File: config.mk
export PLATFORM = sky130hd
export DESIGN_NAME = grib2_message_deframer
export DESIGN_NICKNAME = d
export VERILOG_FILES = /design/src/sv/gmd_pkg.sv /design/src/sv/gmd_out_queue.sv /design/src/sv/grib2_message_deframer.sv
export VERILOG_INCLUDE_DIRS = /design/src /design/src/sv
export SDC_FILE = /design/constraint.sdc
export NUM_CORES = 2
export LEC_CHECK = 0
export BUFFER_PORTS_ARGS = -buffer_cell sky130_fd_sc_hd__buf_2
export CAP_MARGIN = 5
export CORE_ASPECT_RATIO = 0.6
export CORE_UTILIZATION = 29
export CTS_CLUSTER_DIAMETER = 120
export DETAILED_ROUTE_END_ITERATION = 8
export GPL_ROUTABILITY_DRIVEN = 0
export PLACE_DENSITY = 0.48
export SLEW_MARGIN = 25
export SYNTH_ARGS = -nofsm -noshare
export SYNTH_HDL_FRONTEND = slang
export SYNTH_SLANG_ARGS = --single-unit
File: constraint.sdc
create_clock -name clk -period 22 [get_ports clk]
set_input_delay 6.6 -clock clk [delete_from_list [all_inputs] [get_ports clk]]
set_output_delay 6.6 -clock clk [all_outputs]
set_load 0.01 [all_outputs]
File: src/sv/grib2_message_deframer_macros.svh
// assertion macros shared by the deframer rtl
// each macro expands to one labeled concurrent assertion on clk / rst_n
`ifndef GRIB2_MESSAGE_DEFRAMER_MACROS_SVH
`define GRIB2_MESSAGE_DEFRAMER_MACROS_SVH

// same-cycle implication
`define GMD_ASSERT_IMPL(label, ante, cons, msg) \
  label: assert property (@(posedge clk) disable iff (!rst_n) (ante) |-> (cons)) \
    else $error(msg);

// next-cycle implication
`define GMD_ASSERT_NEXT(label, ante, cons, msg) \
  label: assert property (@(posedge clk) disable iff (!rst_n) (ante) |=> (cons)) \
    else $error(msg);

`endif

File: src/sv/gmd_pkg.sv
// types, constants and the mark scanner step for the grib2 message deframer
// no dependencies; used by gmd_out_queue and grib2_message_deframer
package gmd_pkg;

  localparam int LENGTH_BITS = 40;
  localparam int OFFSET_BITS = 48;
  localparam int COUNT_BITS  = 16;
  // room for section length plus offset without wrap
  localparam int SUM_BITS    = (LENGTH_BITS > 32) ? LENGTH_BITS + 1 : 33;

  localparam logic [7:0] CH_G        = 8'd71;
  localparam logic [7:0] CH_R        = 8'd82;
  localparam logic [7:0] CH_I        = 8'd73;
  localparam logic [7:0] CH_B        = 8'd66;
  localparam logic [7:0] CH_END      = 8'd55;
  localparam logic [7:0] SECT_DATA   = 8'd7;
  localparam logic [7:0] EDITION     = 8'd2;
  localparam logic [7:0] EDITION_ONE = 8'd1;
  localparam logic [31:0] SECT_MIN   = 32'd5;
  localparam int HDR_SIZE            = 16;
  localparam logic [63:0] MIN_MSG    = 64'd20;

  localparam logic [3:0] ST_OK        = 4'd0;
  localparam logic [3:0] ST_END       = 4'd1;
  localparam logic [3:0] ST_ED1       = 4'd2;
  localparam logic [3:0] ST_SHORT     = 4'd3;
  localparam logic [3:0] ST_WIDE      = 4'd4;
  localparam logic [3:0] ST_TRUNC     = 4'd5;
  localparam logic [3:0] ST_NO_END    = 4'd6;
  localparam logic [3:0] ST_SHORT_SEC = 4'd7;
  localparam logic [3:0] ST_OVERRUN   = 4'd8;
  localparam logic [3:0] ST_MISALIGN  = 4'd9;
  localparam logic [3:0] ST_NONE      = 4'd0;

  localparam logic [2:0] PH_SEEK   = 3'd0;
  localparam logic [2:0] PH_WANT_R = 3'd1;
  localparam logic [2:0] PH_WANT_I = 3'd2;
  localparam logic [2:0] PH_WANT_B = 3'd3;
  localparam logic [2:0] PH_HEADER = 3'd4;
  localparam logic [2:0] PH_BODY   = 3'd5;

  typedef struct packed {
    logic [7:0] data_byte;
    logic       end_of_stream;
  } in_t;

  typedef struct packed {
    logic [3:0]             status;
    logic [OFFSET_BITS-1:0] message_offset;
    logic [LENGTH_BITS-1:0] message_length;
    logic [COUNT_BITS-1:0]  submessage_count;
  } out_t;

  typedef struct packed {
    logic [2:0] ph;
    logic       hit;  // byte is a G that opens a new candidate
    logic       adv;  // byte extended the mark
  } scan_t;

  // one step of the "GRIB" mark matcher from a seek or want phase
  function automatic scan_t mark_step(input logic [2:0] ph, input logic [7:0] b);
    scan_t      s;
    logic [7:0] want;
    s = '{ph: PH_SEEK, hit: 1'b0, adv: 1'b0};
    case (ph)
      PH_WANT_R: want = CH_R;
      PH_WANT_I: want = CH_I;
      PH_WANT_B: want = CH_B;
      default:   want = CH_G;
    endcase
    if ((ph inside {PH_WANT_R, PH_WANT_I, PH_WANT_B}) && b == want) begin
      s.ph  = ph + 3'd1;
      s.adv = 1'b1;
    end else if (b == CH_G) begin
      s.ph  = PH_WANT_R;
      s.hit = 1'b1;
    end
    return s;
  endfunction

endpackage

File: src/sv/gmd_out_queue.sv
// two-slot result queue: head register plus skid register
// depends on gmd_pkg for the result word type
module gmd_out_queue (
  input  logic          clk,
  input  logic          rst_n,
  input  logic          push,
  input  gmd_pkg::out_t push_word,
  output logic          full,
  output logic          out_valid,
  input  logic          out_stall,
  output gmd_pkg::out_t out_data
);

  logic          head_vld_r, head_vld_nxt;
  logic          skid_vld_r, skid_vld_nxt;
  gmd_pkg::out_t head_r, head_nxt;
  gmd_pkg::out_t skid_r, skid_nxt;
  logic          take;

  assign take = head_vld_r && !out_stall;

  always_comb begin
    head_vld_nxt = head_vld_r;
    head_nxt     = head_r;
    skid_vld_nxt = skid_vld_r;
    skid_nxt     = skid_r;
    if (!head_vld_r || take) begin
      if (skid_vld_r) begin
        head_nxt     = skid_r;
        head_vld_nxt = 1'b1;
        skid_vld_nxt = 1'b0;
      end else begin
        head_nxt     = push_word;
        head_vld_nxt = push;
      end
    end else if (push) begin
      // head is stalled, park the new word
      skid_nxt     = push_word;
      skid_vld_nxt = 1'b1;
    end
  end

  always_ff @(posedge clk) begin
    if (!rst_n) begin
      head_vld_r <= 1'b0;
      skid_vld_r <= 1'b0;
    end else begin
      head_vld_r <= head_vld_nxt;
      skid_vld_r <= skid_vld_nxt;
    end
    head_r <= head_nxt;
    skid_r <= skid_nxt;
  end

  assign full      = skid_vld_r;
  assign out_valid = head_vld_r;
  assign out_data  = head_r;

endmodule

File: src/sv/grib2_message_deframer.sv
// grib2 message deframer top level: byte parser and result queue
// depends on gmd_pkg, gmd_out_queue and grib2_message_deframer_macros.svh

// Takes one stream byte per cycle while in_stall is low and reports one result
// word per GRIB edition 2 message (offset of the leading G, declared length,
// section 7 count, status), per skipped edition 1 message, per rejected length
// and per end of stream. A byte is parsed from the input register and its result
// word is registered in the output register, or in the skid register while the
// output register is stalled. Throughput is one byte per clock; in_stall rises
// only when both result slots (output register and skid register) hold words
// that the consumer has not taken, and then only while a word waits in the input
// register. There is no clearing pass after reset.
module grib2_message_deframer (
  input  logic          clk,
  input  logic          rst_n,
  input  logic          in_valid,
  output logic          in_stall,
  input  gmd_pkg::in_t  in_data,
  output logic          out_valid,
  input  logic          out_stall,
  output gmd_pkg::out_t out_data
);

  localparam int L = gmd_pkg::LENGTH_BITS;
  localparam int P = gmd_pkg::OFFSET_BITS;
  localparam int C = gmd_pkg::COUNT_BITS;
  localparam int S = gmd_pkg::SUM_BITS;

  // input register
  logic         in_vld_r;
  gmd_pkg::in_t in_word_r;

  // parser state
  logic [2:0]   phase_r, phase_nxt;
  logic [7:0]   rep_r [4];
  logic [7:0]   rep_nxt [4];
  logic [3:0]   hidx_r, hidx_nxt;
  logic [63:0]  lacc_r, lacc_nxt;
  logic [P-1:0] pos_r, pos_nxt;
  logic [P-1:0] start_r, start_nxt;
  logic [L-1:0] boff_r, boff_nxt;
  logic [L-1:0] nso_r, nso_nxt;
  logic [L-1:0] lm4_r, lm4_nxt;
  logic [L-1:0] lm1_r, lm1_nxt;
  logic [31:0]  slen_r, slen_nxt;
  logic [C-1:0] cnt_r, cnt_nxt;
  logic [3:0]   werr_r, werr_nxt;
  logic         endok_r, endok_nxt;

  logic          proc_go;
  logic          res_vld;
  gmd_pkg::out_t res;
  logic          q_full;
  logic [L-1:0]  len_w;

  assign len_w    = lacc_r[L-1:0];
  assign in_stall = in_vld_r && q_full;
  assign proc_go  = in_vld_r && !q_full;

  always_comb begin
    logic [7:0]     b;
    gmd_pkg::scan_t sc;
    logic [7:0]     rb [4];
    logic [63:0]    lacc_v;
    logic [L-1:0]   len_v;
    logic [L-1:0]   dfull;
    logic [L-1:0]   rem;
    logic [S-1:0]   sum;
    logic [3:0]     st;
    logic           endok_v;
    b          = in_word_r.data_byte;
    phase_nxt  = phase_r;
    rep_nxt    = rep_r;
    hidx_nxt   = hidx_r;
    lacc_nxt   = lacc_r;
    pos_nxt    = pos_r;
    start_nxt  = start_r;
    boff_nxt   = boff_r;
    nso_nxt    = nso_r;
    lm4_nxt    = lm4_r;
    lm1_nxt    = lm1_r;
    slen_nxt   = slen_r;
    cnt_nxt    = cnt_r;
    werr_nxt   = werr_r;
    endok_nxt  = endok_r;
    res_vld    = 1'b0;
    res        = '0;
    sc         = '0;
    rb         = rep_r;
    lacc_v     = {lacc_r[55:0], b};
    len_v      = lacc_v[L-1:0];
    dfull      = boff_r - nso_r;
    rem        = len_w - nso_r;
    sum        = S'(nso_r) + S'(slen_r);
    st         = gmd_pkg::ST_OK;
    endok_v    = endok_r;

    if (in_word_r.end_of_stream) begin
      res_vld = 1'b1;
      if (phase_r == gmd_pkg::PH_BODY) begin
        res.status         = gmd_pkg::ST_TRUNC;
        res.message_offset = start_r;
        res.message_length = len_w;
      end else begin
        res.status = gmd_pkg::ST_END;
      end
      phase_nxt = gmd_pkg::PH_SEEK;
      for (int k = 0; k < 4; k++) rep_nxt[k] = 8'd0;
      hidx_nxt  = 4'd0;
      lacc_nxt  = 64'd0;
      pos_nxt   = '0;
      start_nxt = '0;
      boff_nxt  = '0;
      nso_nxt   = L'(gmd_pkg::HDR_SIZE);
      lm4_nxt   = '0;
      lm1_nxt   = '0;
      slen_nxt  = 32'd0;
      cnt_nxt   = '0;
      werr_nxt  = gmd_pkg::ST_NONE;
      endok_nxt = 1'b1;
    end else begin
      pos_nxt = pos_r + P'(1);
      case (phase_r)
        gmd_pkg::PH_HEADER: begin
          if (hidx_r < 4'd4) begin
            rep_nxt[hidx_r[1:0]] = b;
            if (hidx_r == 4'd3 && b == gmd_pkg::EDITION_ONE) begin
              phase_nxt          = gmd_pkg::PH_SEEK;
              res_vld            = 1'b1;
              res.status         = gmd_pkg::ST_ED1;
              res.message_offset = start_r;
            end else if (hidx_r == 4'd3 && b != gmd_pkg::EDITION) begin
              // unknown edition: rescan the four header bytes as stream bytes
              rb[3]     = b;
              phase_nxt = gmd_pkg::PH_SEEK;
              for (int k = 0; k < 4; k++) begin
                sc        = gmd_pkg::mark_step(phase_nxt, rb[k]);
                phase_nxt = sc.ph;
                if (sc.hit) start_nxt = start_r + P'(4 + k);
                if (sc.adv) begin
                  hidx_nxt = 4'd0;
                  lacc_nxt = 64'd0;
                end
              end
            end else begin
              hidx_nxt = hidx_r + 4'd1;
            end
          end else begin
            lacc_nxt = lacc_v;
            if (hidx_r >= 4'd11) begin
              phase_nxt = gmd_pkg::PH_SEEK;
              if (lacc_v < gmd_pkg::MIN_MSG) begin
                res_vld            = 1'b1;
                res.status         = gmd_pkg::ST_SHORT;
                res.message_offset = start_r;
                res.message_length = len_v;
              end else if ((lacc_v >> L) != 64'd0) begin
                res_vld            = 1'b1;
                res.status         = gmd_pkg::ST_WIDE;
                res.message_offset = start_r;
                res.message_length = '1;
              end else begin
                phase_nxt = gmd_pkg::PH_BODY;
                boff_nxt  = L'(gmd_pkg::HDR_SIZE);
                nso_nxt   = L'(gmd_pkg::HDR_SIZE);
                lm4_nxt   = len_v - L'(4);
                lm1_nxt   = len_v - L'(1);
                slen_nxt  = 32'd0;
                cnt_nxt   = '0;
                werr_nxt  = gmd_pkg::ST_NONE;
                endok_nxt = 1'b1;
              end
            end else begin
              hidx_nxt = hidx_r + 4'd1;
            end
          end
        end
        gmd_pkg::PH_BODY: begin
          // section walk: 4 length bytes then the section number byte
          if (werr_r == gmd_pkg::ST_NONE && nso_r < lm4_r && boff_r >= nso_r
              && dfull <= L'(4)) begin
            if (dfull[2:0] == 3'd0) begin
              slen_nxt = {24'd0, b};
            end else if (dfull[2:0] != 3'd4) begin
              slen_nxt = {slen_r[23:0], b};
            end else begin
              if (b == gmd_pkg::SECT_DATA && cnt_r != '1) cnt_nxt = cnt_r + C'(1);
              if (slen_r < gmd_pkg::SECT_MIN) begin
                werr_nxt = gmd_pkg::ST_SHORT_SEC;
              end else if (S'(slen_r) > S'(rem)) begin
                werr_nxt = gmd_pkg::ST_OVERRUN;
              end else begin
                nso_nxt = sum[L-1:0];
              end
            end
          end
          if (boff_r >= lm4_r && b != gmd_pkg::CH_END) endok_v = 1'b0;
          endok_nxt = endok_v;
          if (boff_r >= lm1_r) begin
            if (!endok_v) begin
              st = gmd_pkg::ST_NO_END;
            end else if (werr_nxt != gmd_pkg::ST_NONE) begin
              st = werr_nxt;
            end else if (nso_nxt != lm4_r) begin
              st = gmd_pkg::ST_MISALIGN;
            end else begin
              st = gmd_pkg::ST_OK;
            end
            res_vld              = 1'b1;
            res.status           = st;
            res.message_offset   = start_r;
            res.message_length   = len_w;
            res.submessage_count = (st == gmd_pkg::ST_OK) ? cnt_nxt : '0;
            phase_nxt            = gmd_pkg::PH_SEEK;
          end else begin
            boff_nxt = boff_r + L'(1);
          end
        end
        default: begin
          sc        = gmd_pkg::mark_step(phase_r, b);
          phase_nxt = sc.ph;
          if (sc.hit) start_nxt = pos_r;
          if (sc.adv) begin
            hidx_nxt = 4'd0;
            lacc_nxt = 64'd0;
          end
        end
      endcase
    end
  end

  always_ff @(posedge clk) begin
    if (!rst_n) begin
      in_vld_r <= 1'b0;
      phase_r  <= gmd_pkg::PH_SEEK;
      for (int k = 0; k < 4; k++) rep_r[k] <= 8'd0;
      hidx_r   <= 4'd0;
      lacc_r   <= 64'd0;
      pos_r    <= '0;
      start_r  <= '0;
      boff_r   <= '0;
      nso_r    <= L'(gmd_pkg::HDR_SIZE);
      lm4_r    <= '0;
      lm1_r    <= '0;
      slen_r   <= 32'd0;
      cnt_r    <= '0;
      werr_r   <= gmd_pkg::ST_NONE;
      endok_r  <= 1'b1;
    end else begin
      if (!in_stall) in_vld_r <= in_valid;
      if (proc_go) begin
        phase_r <= phase_nxt;
        rep_r   <= rep_nxt;
        hidx_r  <= hidx_nxt;
        lacc_r  <= lacc_nxt;
        pos_r   <= pos_nxt;
        start_r <= start_nxt;
        boff_r  <= boff_nxt;
        nso_r   <= nso_nxt;
        lm4_r   <= lm4_nxt;
        lm1_r   <= lm1_nxt;
        slen_r  <= slen_nxt;
        cnt_r   <= cnt_nxt;
        werr_r  <= werr_nxt;
        endok_r <= endok_nxt;
      end
    end
    if (!in_stall) in_word_r <= in_data;
  end

  gmd_out_queue u_queue (
    .clk       (clk),
    .rst_n     (rst_n),
    .push      (proc_go && res_vld),
    .push_word (res),
    .full      (q_full),
    .out_valid (out_valid),
    .out_stall (out_stall),
    .out_data  (out_data)
  );

`include "grib2_message_deframer_macros.svh"

  `GMD_ASSERT_IMPL(a_skid_needs_head, q_full, out_valid, "skid word without head word")
  `GMD_ASSERT_NEXT(a_parked_result_kept, proc_go && res_vld && out_valid && out_stall, q_full, "stalled result dropped")
  `GMD_ASSERT_IMPL(a_body_offset_in_range, phase_r == gmd_pkg::PH_BODY, boff_r < len_w, "body offset past message end")
  `GMD_ASSERT_IMPL(a_section_walk_in_range, phase_r == gmd_pkg::PH_BODY, nso_r <= len_w, "section walk past message end")

endmodule

==> impl_metrics.yaml <==
sta:
  max_clock_freq_ghz: 0.115
  rsz0062_at_grt: "false"
  tightest_slew_ns: 1.26
  hold_viol_final: 0
  clock_skew_ns: 0.0357
  maxSlewViolCount: 0
  fin_crit_sh: 0.397
  setup_tns_ns: 0
  finalSetupViolations: 0
  slew_headroom: 0.155
  fin_crit_ns: 8.73
route:
  drt-pass1-iter-count: 7
  avgViaCountPerCell: 5.81
  first_iter_violations: 5206
  wl_um: 174000
  drc: 0
  vias: 39300
  final_antenna_net_count: 0
  post_drt_wl_per_cell_um: 25.8
synthesis:
  ys.flop_type: "dfxtp_1"
  syn_nets: 5132
  syn_area_per_cell_um2: 8.49
  yosysWarnings: 0
  syn-cell-area_mm2: 0.0410
  synth_seq_cells: 624
  synth_edf_count: 225
  postSynth.asyncResetShare: 0
  synth_area_leaders: "dfxtp_1 20%, edfxtp_1 16%, ha_1 9.0%, nor2_1 4.5%, a21oi_1 4.2%"
  synth_area_leader_cell: "dfxtp_1"
  netlist_instances: 4821
  netlist.area_leader.share: 0.195
  ys_types: 92
  seq_area_frac_synth: 0.360
clock_network:
  cts.sinks: 624
  clk_pin_slew_ns: 0.07
  cts.repair.resized: 0
  numCtsBuffers: 61
  postCtsSetupBuffers: 0
  cts_tree: "yes"
  cts_max_path_buffers: 3
  cts-htree-levels: 2
  cts_hold_buf: 0
  insertion_delay_ns: 0.70
  root_buffer: "clkbuf_16"
power:
  power.leakage_nw: 18.4
  clockPowerShare: 0.469
  intPower_mw: 1.84
  combPwrFrac: 0.036
  p_sw_mw: 0.595
  p_sw_frac: 0.245
  power_frac_seq: 0.494
  vdd_drop_max_uv: 64.6
  powerDensity_mw_per_mm2: 53.0
placement:
  hpwl_um: 133000
  portBuffers: 122
  place_area_mm2: 0.0437
global_route:
  globalRoute.totalOverflow: 0
  grt_pass1_vias: 34400
  antenna_found_initial: 6
  grt_max_degree: 192
  grt.total_usage: 0.234
  grt_pass1_wl_um: 249000
status:
  status: "finished, final reports clean"
floorplanning:
  start_util: 0.293
  die_h_um: 293
  num_rows: 106
  dieArea_mm2: 0.143
  die_x_um: 487
  core-area_mm2: 0.140
  num_io_pins: 123
flow_run:
  timing.max_cap.violations: 0
layout:
  nets: 5128
  final_area_mm2: 0.0459
  fillCellCount: 14600
  fin_util: 0.329
  layout-drive-gt1-share: 0.0992
  area_growth_pct: 12.1
setup_path:
  crit_path_start_kind: "register"
  cp_data_arrival_time_ns: 2.13
  rrSetupSlack_ns: 13.30
  worst_ep_required_time_ns: 15.40
  path_max_fanout: 10
  critPathCaptureType: "primary output"
  crit_type: "register to primary output"
worst_hold_path:
  hold_path_class: "register to register"
power by group through the flow:
stage / registers, mW / logic [mW] / clock network (mW)
finish: 1.20 / 0.0885 / 1.14
global placement: 1.23 / 0.0847 / 0
floorplan: 1.23 / 0.0452 / 0
global route: 1.20 / 0.0927 / 1.21
CTS: 1.20 / 0.0852 / 1.16
detailed placement: 1.23 / 0.0848 / 0
cells in the mapped netlist (128+ instances only):
cell / count
nor2_1: 486
nand2_1: 436
dfxtp_1: 399
a21oi_1: 345
ha_1: 296
clkbuf_1: 257
edfxtp_1: 225
o21ai_0: 216
inv_1: 193
nand3_1: 179
a21o_1: 136
a22oi_1: 135
nor3_1: 135
xnor2_1: 128
stage by stage:
stage	hold slack [ns]	total power [mW]	std cells	setup WS, ns
3_3_place_gp	0.439	1.31	6640	13.06
3_5_place_dp	0.449	1.31	6642	13.05
2_1_floorplan	0.432	1.27	4821	4.28
4_1_cts	0.460	2.45	6758	13.16
5_1_grt	0.475	2.50	6760	13.00
6_report	0.461	2.43	6761	13.27
worst paths after layout:
kind	from	end	depth (start not counted)
setup / recovery	u_queue.full	in_stall	3
hold / removal	lacc_r[51]	lacc_r[51]	2
setup reg to reg	lacc_r[12]	u_queue.out_data[1]	27
hold reg to reg	lacc_r[51]	lacc_r[51]	2
kinds of logic (layout without fill, tap and decap cells):
family / after synthesis / count (layout) / share of synthesized area
AND/OR/NAND/NOR: 1773 / 1773 / 0.211
multiplexers: 115 / 115 / 0.0309
AO/OA/AOI/OAI: 1279 / 1279 / 0.206
flip-flops: 624 / 624 / 0.360
other: 0 / 1 / 0
buffers and inverters: 472 / 521 / 0.0437
XOR/XNOR: 260 / 260 / 0.0573
adder cells (fa/ha/maj): 298 / 298 / 0.0914
worst max-delay path, stage by stage (launching register included):
cell and delay, ns:
dfxtp_1 0.48, nand2_1 0.51, inv_1 0.29, buf_2 0.17
per-layer routing:
layer / track usage / vias up / wire length [um]
li1: - / 17700 / -
met1: 0.394 / 19200 / 89300
met2: 0.271 / 2130 / 59200
met3: 0.0763 / 174 / 22600
met4: 0.0393 / 6 / 3050
met5: 0 / - / 46
final cells by class:
class / instances / area, um^2 / share of cell area
Sequential cell: 624 / 14700 / 0.321
Multi-Input combinational cell: 3725 / 24600 / 0.535
Clock inverter: 36 / 400 / 0.00872
Tap cell: 1890 / 2360 / 0.0515
Clock buffer: 80 / 1730 / 0.0377
Antenna cell: 1 / 2.50 / 0.0000545
Timing Repair Buffer: 211 / 1350 / 0.0294
Inverter: 194 / 738 / 0.0161
sequential cells by signal, summed over array words and instances, names as in the netlist, 48 cells and up:
| register | cells |
|---|---|
| u_queue.out_data | 108 |
| u_queue.skid_r | 108 |
| lacc_r | 56 |
| pos_r | 48 |
| start_r | 48 |
placed cells by master (no fill, tap or decap), types with 63 or more instances in the layout:
| cell type | instances |
|---|---|
| buf_2 | 122 |
| nand4_1 | 103 |
| o21ai_0 | 211 |
| nand2_1 | 434 |
| nor3_1 | 133 |
| xnor2_1 | 128 |
| and2_1 | 76 |
| edfxtp_1 | 225 |
| a21oi_1 | 345 |
| nand3_1 | 179 |
| clkbuf_16 | 63 |
| mux2_2 | 92 |
| nor2_1 | 481 |
| and3_1 | 79 |
| buf_4 | 84 |
| a21o_1 | 136 |
| a22oi_1 | 135 |
| inv_1 | 191 |
| xor2_1 | 127 |
| dfxtp_1 | 399 |
| ha_1 | 296 |
(Power assumes the default switching activity.)
